## config.mk

```make
export PLATFORM = sky130hd
export DESIGN_NAME = buzzer_pattern_sequencer
export DESIGN_NICKNAME = d
export VERILOG_FILES = /design/src/hdl/bps_pkg.sv /design/src/hdl/bps_ram.sv /design/src/hdl/buzzer_pattern_sequencer.sv
export SDC_FILE = /design/constraint.sdc
export NUM_CORES = 2
export LEC_CHECK = 0
export ABC_AREA = 0
export BUFFER_PORTS_ARGS = -buffer_cell sky130_fd_sc_hd__buf_4
export CORE_ASPECT_RATIO = 1.2
export CORE_UTILIZATION = 25
export CTS_CLUSTER_DIAMETER = 60
export CTS_CLUSTER_SIZE = 20
export DETAILED_ROUTE_END_ITERATION = 8
export SLEW_MARGIN = 20
export SYNTH_ARGS = -nofsm -noshare
export SYNTH_HDL_FRONTEND = slang
export SYNTH_SLANG_ARGS = --single-unit
export TNS_END_PERCENT = 30
```

## constraint.sdc

```tcl
create_clock -name clk_i -period 10.5 [get_ports clk_i]
set_input_delay 1.05 -clock clk_i [delete_from_list [all_inputs] [get_ports clk_i]]
set_output_delay 1.05 -clock clk_i [all_outputs]
set_load 0.05 [all_outputs]
```

## src/hdl/bps_pkg.sv

```systemverilog
package bps_pkg;

  localparam int unsigned CFG_W = 16;
  localparam int unsigned MS_W  = 32;

  typedef enum logic [2:0] {
    OP_TICK    = 3'd0,
    OP_BEEP    = 3'd1,
    OP_LONG    = 3'd2,
    OP_PATTERN = 3'd3,
    OP_STOP    = 3'd4,
    OP_HB_SET  = 3'd5,
    OP_ON      = 3'd6,
    OP_OFF     = 3'd7
  } op_e;

  typedef enum logic [2:0] {
    PAT_NONE      = 3'd0,
    PAT_SUCCESS   = 3'd1,
    PAT_ERROR     = 3'd2,
    PAT_WARNING   = 3'd3,
    PAT_STARTUP   = 3'd4,
    PAT_EMERGENCY = 3'd5
  } pat_e;

  typedef enum logic [2:0] {
    REG_SHORT     = 3'd0,
    REG_GAP       = 3'd1,
    REG_LONG      = 3'd2,
    REG_HB_PERIOD = 3'd3,
    REG_HB_PULSE  = 3'd4
  } reg_e;

  // Shape of the note table being filled
  typedef enum logic [2:0] {
    LD_BEEP,
    LD_LONG,
    LD_ERROR,
    LD_STARTUP,
    LD_EMERGENCY
  } load_e;

  typedef struct packed {
    logic             level;
    logic [CFG_W-1:0] length;
  } note_t;

  typedef struct packed {
    logic [2:0]      operation;
    logic [7:0]      beep_count;
    logic [MS_W-1:0] tone_ms;
    logic [2:0]      pattern_code;
    logic            heartbeat_on;
  } in_item_t;

  typedef struct packed {
    logic buzzer_level;
    logic busy_res;
  } out_item_t;

endpackage

```

## src/hdl/bps_ram.sv

```systemverilog
module bps_ram #(
  parameter int unsigned WIDTH = 17,
  parameter int unsigned DEPTH = 16
) (
  input  logic                     clk_i,
  input  logic                     we_i,
  input  logic [$clog2(DEPTH)-1:0] waddr_i,
  input  logic [WIDTH-1:0]         wdata_i,
  input  logic [$clog2(DEPTH)-1:0] raddr_i,
  output logic [WIDTH-1:0]         rdata_o
);

  logic [WIDTH-1:0] mem_q [DEPTH];
  logic [WIDTH-1:0] rdata_q;

  always_ff @(posedge clk_i) begin
    if (we_i) begin
      mem_q[waddr_i] <= wdata_i;
    end
    rdata_q <= mem_q[raddr_i];
  end

  assign rdata_o = rdata_q;

endmodule

```

## src/hdl/buzzer_pattern_sequencer.sv

```systemverilog
// Buzzer pattern sequencer.
// Input channel (in_valid_i/in_ready_o/in_data_i) takes one command per beat:
// tick, beep, long tone, pattern, stop, heartbeat set, force on, force off.
// Output channel (out_valid_o/out_ready_i/out_data_o) returns one beat per
// command: the buzzer level and whether a note sequence is running.
// Registers (short, gap, long, heartbeat period, heartbeat pulse) sit on the
// APB port at byte addresses 0, 4, 8, 12, 16; write them only while idle.
// A command takes the block out of idle until its result is in the output
// register; in_ready_o is low meanwhile. States each command passes through:
//   force, stop, heartbeat set, plain tick: EMIT
//   tick that moves to the next note: RD, APPLY, EMIT (note table read through the RAM)
//   beep or pattern: FILL, one step per table entry (at most MAX_NOTES), then EMIT
//   long tone: DIV for two multiply passes by the tick period's reciprocal, FILL, EMIT
// The note table lives in a single-port-write, registered-read RAM, filled one
// entry per cycle. Reset clears all control state and the registers return to
// their defaults; the table itself needs no clearing. When the receiver
// stalls, the result holds in the output register and the next command is
// still taken; its result waits until that register frees up.
module buzzer_pattern_sequencer
  import bps_pkg::*;
#(
  parameter int unsigned MAX_NOTES      = 16,
  parameter int unsigned TICK_PERIOD_MS = 10
) (
  input  logic        clk_i,
  input  logic        rst_ni,
  input  logic        in_valid_i,
  output logic        in_ready_o,
  input  in_item_t    in_data_i,
  output logic        out_valid_o,
  input  logic        out_ready_i,
  output out_item_t   out_data_o,
  input  logic        psel,
  input  logic        penable,
  input  logic        pwrite,
  input  logic [4:0]  paddr,
  input  logic [31:0] pwdata,
  output logic [31:0] prdata,
  output logic        pready
);

  localparam int unsigned IW    = $clog2(MAX_NOTES + 1);
  localparam int unsigned AW    = $clog2(MAX_NOTES);
  localparam int unsigned NB    = MAX_NOTES / 2;
  // Reciprocal of the tick period, exact floor for every 32-bit duration
  localparam int unsigned SHIFT = MS_W + $clog2(TICK_PERIOD_MS);
  localparam int unsigned KW    = (MS_W + 2) / 2;
  localparam int unsigned PW    = MS_W + 2 * KW;
  localparam logic [7:0]       NB_CNT   = 8'(NB);
  localparam logic [IW-1:0]    NB_LEN   = IW'(2 * NB);
  localparam logic [63:0]      RECIP_W  = ((64'd1 << SHIFT) + 64'(TICK_PERIOD_MS) - 64'd1) /
                                          64'(TICK_PERIOD_MS);
  localparam logic [2*KW-1:0]  RECIP    = RECIP_W[2*KW-1:0];

  typedef enum logic [5:0] {
    ST_IDLE  = 6'b000001,
    ST_DIV   = 6'b000010,
    ST_FILL  = 6'b000100,
    ST_RD    = 6'b001000,
    ST_APPLY = 6'b010000,
    ST_EMIT  = 6'b100000
  } state_e;

  state_e            state_q, state_d;
  logic [CFG_W-1:0]  short_q, gap_q, long_q, hb_period_q, hb_pulse_q;
  logic [IW-1:0]     seq_len_q, seq_len_d;
  logic [IW-1:0]     step_index_q, step_index_d;
  logic [CFG_W-1:0]  step_rem_q, step_rem_d;
  logic              running_q, running_d;
  logic              looping_q, looping_d;
  logic              pulse_en_q, pulse_en_d;
  logic [CFG_W-1:0]  pulse_cnt_q, pulse_cnt_d;
  logic              pulse_snd_q, pulse_snd_d;
  logic              pin_q, pin_d;
  load_e             kind_q, kind_d;
  logic [AW-1:0]     fill_k_q, fill_k_d;
  logic [MS_W-1:0]   div_q, div_d;
  logic [MS_W+KW-1:0] prod_lo_q, prod_lo_d;
  logic              mul_hi_q, mul_hi_d;
  logic [CFG_W-1:0]  long_len_q, long_len_d;
  logic              out_valid_q, out_valid_d;
  out_item_t         out_data_q, out_data_d;

  logic              cfg_we;
  note_t             ram_wdata, ram_rdata, entry0;
  logic              ram_we;
  logic [8:0]        cnt2m1;
  logic [IW-1:0]     beep_len;
  logic [IW-1:0]     seq_len_m1;
  logic [IW-1:0]     idx_inc;
  logic [CFG_W-1:0]  rem_dec;
  logic [CFG_W-1:0]  cnt_inc;
  logic [KW-1:0]     mul_b;
  logic [MS_W+KW-1:0] mul_p;
  logic [PW-1:0]     prod_sum;
  logic [CFG_W-1:0]  quot;

  function automatic note_t note_entry(input load_e kind, input logic [AW-1:0] k);
    note_t e;
    e.level = ~k[0];
    unique case (kind)
      LD_BEEP:      e.length = k[0] ? gap_q : short_q;
      LD_LONG:      e.length = long_len_q;
      LD_ERROR:     e.length = k[0] ? gap_q : long_q;
      LD_STARTUP:   e.length = k[0] ? gap_q : ((k == '0) ? long_q : short_q);
      LD_EMERGENCY: e.length = short_q;
      default:      e.length = short_q;
    endcase
    return e;
  endfunction

  // ---------------- configuration port ----------------
  assign pready = 1'b1;
  assign cfg_we = psel & penable & pwrite;

  always_ff @(posedge clk_i or negedge rst_ni) begin
    if (!rst_ni) begin
      short_q     <= CFG_W'(10);
      gap_q       <= CFG_W'(10);
      long_q      <= CFG_W'(50);
      hb_period_q <= CFG_W'(100);
      hb_pulse_q  <= CFG_W'(5);
    end else if (cfg_we) begin
      unique case (reg_e'(paddr[4:2]))
        REG_SHORT:     short_q     <= pwdata[CFG_W-1:0];
        REG_GAP:       gap_q       <= pwdata[CFG_W-1:0];
        REG_LONG:      long_q      <= pwdata[CFG_W-1:0];
        REG_HB_PERIOD: hb_period_q <= pwdata[CFG_W-1:0];
        REG_HB_PULSE:  hb_pulse_q  <= pwdata[CFG_W-1:0];
        default: ;
      endcase
    end
  end

  always_comb begin
    unique case (reg_e'(paddr[4:2]))
      REG_SHORT:     prdata = {16'd0, short_q};
      REG_GAP:       prdata = {16'd0, gap_q};
      REG_LONG:      prdata = {16'd0, long_q};
      REG_HB_PERIOD: prdata = {16'd0, hb_period_q};
      REG_HB_PULSE:  prdata = {16'd0, hb_pulse_q};
      default:       prdata = 32'd0;
    endcase
  end

  // ---------------- note table ----------------
  assign ram_wdata = note_entry(kind_q, fill_k_q);
  assign entry0    = note_entry(kind_q, '0);

  bps_ram #(
    .WIDTH ($bits(note_t)),
    .DEPTH (MAX_NOTES)
  ) u_note_ram (
    .clk_i   (clk_i),
    .we_i    (ram_we),
    .waddr_i (fill_k_q),
    .wdata_i (ram_wdata),
    .raddr_i (step_index_q[AW-1:0]),
    .rdata_o (ram_rdata)
  );

  // ---------------- shared datapath ----------------
  // Beeps alternate with gaps; at most MAX_NOTES/2 beeps, a trailing gap
  // when the count overflows.
  assign cnt2m1     = {in_data_i.beep_count, 1'b0} - 9'd1;
  assign beep_len   = (in_data_i.beep_count > NB_CNT) ? NB_LEN :
                      (in_data_i.beep_count == 8'd0) ? '0 : cnt2m1[IW-1:0];
  assign seq_len_m1 = seq_len_q - IW'(1);
  assign idx_inc    = step_index_q + IW'(1);
  assign rem_dec    = (step_rem_q != '0) ? step_rem_q - CFG_W'(1) : step_rem_q;
  assign cnt_inc    = pulse_cnt_q + CFG_W'(1);

  // Divide by the tick period as a multiply by its reciprocal: low half of
  // the constant on the first pass, high half on the second
  assign mul_b    = mul_hi_q ? RECIP[2*KW-1:KW] : RECIP[KW-1:0];
  assign mul_p    = (MS_W + KW)'(div_q) * (MS_W + KW)'(mul_b);
  assign prod_sum = PW'(prod_lo_q) + {mul_p, {KW{1'b0}}};
  assign quot     = prod_sum[SHIFT +: CFG_W];

  always_comb begin
    state_d      = state_q;
    seq_len_d    = seq_len_q;
    step_index_d = step_index_q;
    step_rem_d   = step_rem_q;
    running_d    = running_q;
    looping_d    = looping_q;
    pulse_en_d   = pulse_en_q;
    pulse_cnt_d  = pulse_cnt_q;
    pulse_snd_d  = pulse_snd_q;
    pin_d        = pin_q;
    kind_d       = kind_q;
    fill_k_d     = fill_k_q;
    div_d        = div_q;
    prod_lo_d    = prod_lo_q;
    mul_hi_d     = mul_hi_q;
    long_len_d   = long_len_q;
    out_valid_d  = out_valid_q;
    out_data_d   = out_data_q;
    ram_we       = 1'b0;

    if (out_valid_q && out_ready_i) begin
      out_valid_d = 1'b0;
    end

    unique case (state_q)
      ST_IDLE: begin
        if (in_valid_i) begin
          state_d = ST_EMIT;
          unique case (op_e'(in_data_i.operation))
            OP_TICK: begin
              if (running_q) begin
                step_rem_d = rem_dec;
                if (rem_dec == '0) begin
                  if (idx_inc >= seq_len_q) begin
                    if (looping_q) begin
                      step_index_d = '0;
                      state_d      = ST_RD;
                    end else begin
                      step_index_d = idx_inc;
                      running_d    = 1'b0;
                      pin_d        = 1'b0;
                    end
                  end else begin
                    step_index_d = idx_inc;
                    state_d      = ST_RD;
                  end
                end
              end else if (pulse_en_q) begin
                pulse_cnt_d = cnt_inc;
                if (!pulse_snd_q) begin
                  if (cnt_inc >= hb_period_q) begin
                    pin_d       = 1'b1;
                    pulse_snd_d = 1'b1;
                    pulse_cnt_d = '0;
                  end
                end else if (cnt_inc >= hb_pulse_q) begin
                  pin_d       = 1'b0;
                  pulse_snd_d = 1'b0;
                  pulse_cnt_d = '0;
                end
              end
            end
            OP_BEEP: begin
              seq_len_d = beep_len;
              if (beep_len == '0) begin
                running_d = 1'b0;
                pin_d     = 1'b0;
              end else begin
                kind_d   = LD_BEEP;
                fill_k_d = '0;
                state_d  = ST_FILL;
              end
            end
            OP_LONG: begin
              div_d    = in_data_i.tone_ms;
              mul_hi_d = 1'b0;
              state_d  = ST_DIV;
            end
            OP_PATTERN: begin
              fill_k_d = '0;
              unique case (pat_e'(in_data_i.pattern_code))
                PAT_NONE: begin
                  running_d = 1'b0;
                  looping_d = 1'b0;
                  seq_len_d = '0;
                  pin_d     = 1'b0;
                end
                PAT_SUCCESS: begin
                  kind_d    = LD_BEEP;
                  seq_len_d = IW'(3);
                  state_d   = ST_FILL;
                end
                PAT_ERROR: begin
                  kind_d    = LD_ERROR;
                  seq_len_d = IW'(5);
                  state_d   = ST_FILL;
                end
                PAT_WARNING: begin
                  kind_d    = LD_BEEP;
                  seq_len_d = IW'(5);
                  state_d   = ST_FILL;
                end
                PAT_STARTUP: begin
                  kind_d    = LD_STARTUP;
                  seq_len_d = IW'(5);
                  state_d   = ST_FILL;
                end
                PAT_EMERGENCY: begin
                  kind_d    = LD_EMERGENCY;
                  seq_len_d = IW'(2);
                  state_d   = ST_FILL;
                end
                default: ;
              endcase
            end
            OP_STOP: begin
              running_d = 1'b0;
              looping_d = 1'b0;
              seq_len_d = '0;
              pin_d     = 1'b0;
            end
            OP_HB_SET: begin
              pulse_en_d  = in_data_i.heartbeat_on;
              pulse_cnt_d = '0;
              pulse_snd_d = 1'b0;
            end
            OP_ON:   pin_d = 1'b1;
            OP_OFF:  pin_d = 1'b0;
            default: pin_d = 1'b0;
          endcase
        end
      end
      ST_DIV: begin
        if (mul_hi_q) begin
          // Quotient truncated to 16 bits, raised to one when zero
          long_len_d = (quot == '0) ? CFG_W'(1) : quot;
          seq_len_d  = IW'(1);
          kind_d     = LD_LONG;
          fill_k_d   = '0;
          state_d    = ST_FILL;
        end else begin
          prod_lo_d = mul_p;
          mul_hi_d  = 1'b1;
        end
      end
      ST_FILL: begin
        ram_we = 1'b1;
        if (fill_k_q == seq_len_m1[AW-1:0]) begin
          step_index_d = '0;
          step_rem_d   = entry0.length;
          running_d    = 1'b1;
          looping_d    = (kind_q == LD_EMERGENCY);
          pin_d        = entry0.level;
          state_d      = ST_EMIT;
        end else begin
          fill_k_d = fill_k_q + AW'(1);
        end
      end
      ST_RD: state_d = ST_APPLY;
      ST_APPLY: begin
        step_rem_d = ram_rdata.length;
        pin_d      = ram_rdata.level;
        state_d    = ST_EMIT;
      end
      ST_EMIT: begin
        // Hold the result until the output register frees up
        if (!out_valid_q || out_ready_i) begin
          out_valid_d             = 1'b1;
          out_data_d.buzzer_level = pin_q;
          out_data_d.busy_res     = running_q;
          state_d                 = ST_IDLE;
        end
      end
      default: state_d = ST_IDLE;
    endcase
  end

  always_ff @(posedge clk_i or negedge rst_ni) begin
    if (!rst_ni) begin
      state_q      <= ST_IDLE;
      seq_len_q    <= '0;
      step_index_q <= '0;
      step_rem_q   <= '0;
      running_q    <= 1'b0;
      looping_q    <= 1'b0;
      pulse_en_q   <= 1'b0;
      pulse_cnt_q  <= '0;
      pulse_snd_q  <= 1'b0;
      pin_q        <= 1'b0;
      kind_q       <= LD_BEEP;
      fill_k_q     <= '0;
      mul_hi_q     <= 1'b0;
      out_valid_q  <= 1'b0;
    end else begin
      state_q      <= state_d;
      seq_len_q    <= seq_len_d;
      step_index_q <= step_index_d;
      step_rem_q   <= step_rem_d;
      running_q    <= running_d;
      looping_q    <= looping_d;
      pulse_en_q   <= pulse_en_d;
      pulse_cnt_q  <= pulse_cnt_d;
      pulse_snd_q  <= pulse_snd_d;
      pin_q        <= pin_d;
      kind_q       <= kind_d;
      fill_k_q     <= fill_k_d;
      mul_hi_q     <= mul_hi_d;
      out_valid_q  <= out_valid_d;
    end
  end

  always_ff @(posedge clk_i) begin
    div_q      <= div_d;
    prod_lo_q  <= prod_lo_d;
    long_len_q <= long_len_d;
    out_data_q <= out_data_d;
  end

  assign in_ready_o  = (state_q == ST_IDLE);
  assign out_valid_o = out_valid_q;
  assign out_data_o  = out_data_q;

  // ---------------- assertions ----------------
  a_busy_after_accept: assert property (@(posedge clk_i) disable iff (!rst_ni)
    in_valid_i && in_ready_o |=> !in_ready_o)
    else $error("ready stayed high after a command was taken");

  a_running_has_notes: assert property (@(posedge clk_i) disable iff (!rst_ni)
    running_q |-> seq_len_q != '0)
    else $error("sequence running with an empty note table");

  a_index_in_table: assert property (@(posedge clk_i) disable iff (!rst_ni)
    running_q && state_q == ST_IDLE |-> step_index_q < seq_len_q)
    else $error("note index past the end of a running sequence");

endmodule
```

==> out/qor.yml <==
status: "finished, final reports clean"
crit_path_class: "flip-flop to flip-flop"
post_synth_instance_area_um2: 36400
grt_use_met1_pct: 17.1
reg2reg_from: "mul_hi_q$_DFFE_PN0P_"
nNetsFinal: 3867
initial_antenna_violation_count: 5
first_iter_violations: 1773
worst-slew-pin-transition_ns: 1.14
synth_top_area_cell: "edfxtp_1"
grt_pass1_wl_um: 145000
post_synth_and_or_nand_nor_area_fraction_pct: 7.97
grt-busiest-layer: "met2"
finalHoldViolCount: 0
setup_viol: 0
cts-root-buf: "clkbuf_16"
synth_seq_area_share_pct: 39.9
initial_utilization_pct: 25.2
port-buffer-count: 92
worst_setup_path_startpoint: "mul_hi_q$_DFFE_PN0P_"
finalSetupTns_ns: 0
die_w_um: 350
detailedPlacementHpwl_um: 72300
globalRoute.totalOverflow: 0
final_antenna_net_count: 0
synth.distinct_cells: 91
postPlaceCellArea_um2: 39700
timing.max_cap.violations: 0
crit_required_ns: 10.93
r2r_end: "long_len_q[0]$_SDFFCE_PN1P_"
maximum_number_of_pins_on_one_net_before_global_route_repair: 78
post_synth_mux_area_share_pct: 7.41
reg2reg_slack_ns: 0.82
detail_route.wirelength_um: 94200
yosys.cell_count.top_type: "inv_1"
timing_max_transition_violations_final: 0
drt-vias-per-instance: 4.55
critPathLaunchType: "flip-flop"
global_route.usage.met2_pct: 21.6
arrival_ns: 10.10
crit_path_time_final_ns: 9.68
core.rowCount: 153
class_of_the_tightest_hold_or_removal_check: "input pin to async pin"
ff2ff_path_depth: 27
yosys_warnings: 0
grt_pass1_vias: 24100
clock_slew_at_reported_path_ffs_ns: 0.08
die_height_um: 420
final_cycle_utilization_of_the_critical_path_pct: 92.2
core-area_um2: 145000
cts.path.max_buffers: 3
final_layout_size_suffix_gt1_share_pct: 14.1
cts_hold_buf: 0
place.gp.congestion: 0.882
synth_fa_ha_area_share_pct: 25.7
routedWlPerCell_um: 18.2
dr.pass1.iters: 5
post-synth-top-area-fraction_pct: 29.1
cts_tree: "built"
end_kind: "flip-flop"
cts_buffers: 45
synth_xor_xnor_area_share_pct: 1.92
crit_path_top_delay_cell: "dfrtp_2"
clock-sinks: 512
postLayoutCellArea_um2: 41400
cp_slowest_stage_delay_ns: 0.76
area_growth_syn_to_layout_pct: 13.6
netlist_top_cells_area: "edfxtp_1 (29%), fa_1 (16%), ha_1 (9.7%), dfrtp_1 (8.9%), inv_1 (5.3%)"
worst_clock_skew_ns: 0.0400
post_cts_resized: 0
synth_flop_cell: "edfxtp_1"
dominant_combinational_cell_family_by_area_after_synthesis: "adder cells"
htree_levels: 2
globalRouteTotalUtil_pct: 12.8
worst_slew_margin_rel_pct: 22.7
groute.layer.met3.usage_pct: 1.76
synthArstFlopShare_pct: 27.7
num-fill-cells: 15000
dr_drc_count: 0
cp_common_cell: "fa_1"
worstPathMaxFanout: 34
postSynthCellCount: 3086
avgSynthCellArea_um2: 11.8
detailroute.via_count: 23500
synth_edf_count: 353
cts_post_setup_buffers_inserted: 0
fmax_mhz: 103
post_synth_most_frequent_cells: "inv_1 (511), edfxtp_1 (353), fa_1 (292)"
die-area_um2: 147000
yosys_register_bits: 512
synth-compound-area-share_pct: 10.4
setup_repair_after_global_routing_missed_its_margin: "false"
worstSkewPairLatency_ns: 0.63
ioPinCount: 128
state kept, by name (all words and copies together), names as in the netlist, 2 cells and up:
signal	flops
out_data_o	2
hb_pulse_q	16
long_q	16
fill_k_q	4
u_note_ram.mem_q	272
state_q	6
gap_q	16
pulse_cnt_q	16
short_q	16
prod_lo_q	31
u_note_ram.rdata_o	17
step_index_q	5
kind_q	3
seq_len_q	5
hb_period_q	16
div_q	32
long_len_q	16
step_rem_q	16
worst max-delay path: cells and delay by family (launching register included):
family,cells,cell delay (ns)
simple gates,8,2.34
fa+ha+maj,8,3.77
buf+inv,5,0.63
xor+xnor,2,0.42
flops,1,0.76
compound gates,4,1.53
cell type report:
| cell class | instances | area [µm²] | area share [%] |
|---|---|---|---|
| antenna | 1 | 2.50 | 0.00605 |
| inverter | 512 | 1920 | 4.65 |
| sequential | 512 | 14500 | 35.1 |
| tap | 1937 | 2420 | 5.86 |
| timing repair buffer | 147 | 1110 | 2.68 |
| clock buffer | 51 | 1150 | 2.78 |
| clock inverter | 31 | 508 | 1.23 |
| multi-input combinational | 1985 | 19700 | 47.7 |
per-layer routing:
layer	share of wire, %	vias to the layer above
li1	-	11000
met1	44	11900
met2	49	575
met3	5.4	104
met4	2.4	6
met5	0.036	-
stage by stage:
step	utilization [%]	hold WS [ns]	instances	worst slack (ns)
floorplan	-	0.421	3131	1.85
global placement	27.4	0.483	5093	0.769
detailed placement	27.4	0.489	5093	0.691
CTS	28.6	0.472	5175	0.644
global route	28.6	0.521	5176	0.345
finish	28.6	0.445	5176	0.823
logic make-up after synthesis:
group	count (synthesis)
other	2
XOR/XNOR	80
multiplexers	155
AO/OA/AOI/OAI	543
buffers and inverters	634
AND/OR/NAND/NOR	587
flip-flops	512
adder cells (fa/ha/maj)	573
worst max-delay path by stage:
| stage | end | depth (start not counted) |
|---|---|---|
| after floorplan | long_len_q[0]$_SDFFCE_PN1P_ | 31 |
| after global placement | long_len_q[0]$_SDFFCE_PN1P_ | 28 |
| after detailed placement | long_len_q[0]$_SDFFCE_PN1P_ | 28 |
| after CTS | long_len_q[0]$_SDFFCE_PN1P_ | 28 |
| after global routing | long_len_q[0]$_SDFFCE_PN1P_ | 28 |
| final | long_len_q[0]$_SDFFCE_PN1P_ | 27 |
layout by cell type (no fill, tap or decap), types with 25 or more instances in the layout:
master     synthesis  final
inv_1            511    511
edfxtp_1         353    353
fa_1             292    292
ha_1             281    281
nand2_1          169    169
buf_4             17    146
nor2_1           132    129
dfrtp_1          129    125
o21ai_0          107    106
a21oi_1          100    100
mux4_2            85     85
mux2_2            67     67
xnor2_1           48     48
a21o_1            47     47
conb_1             2     47
and2_1            45     45
clkbuf_16          0     45
nand3_1           39     39
nor2b_1           33     33
xor2_1            32     32
a22oi_1           32     32
nand2b_1          28     28
nor3_1            26     26
o22ai_1           25     25
Power is left out: the tool's default activity adds up to more than one toggle a clock period on the data nets, which glitch-free logic cannot reach.
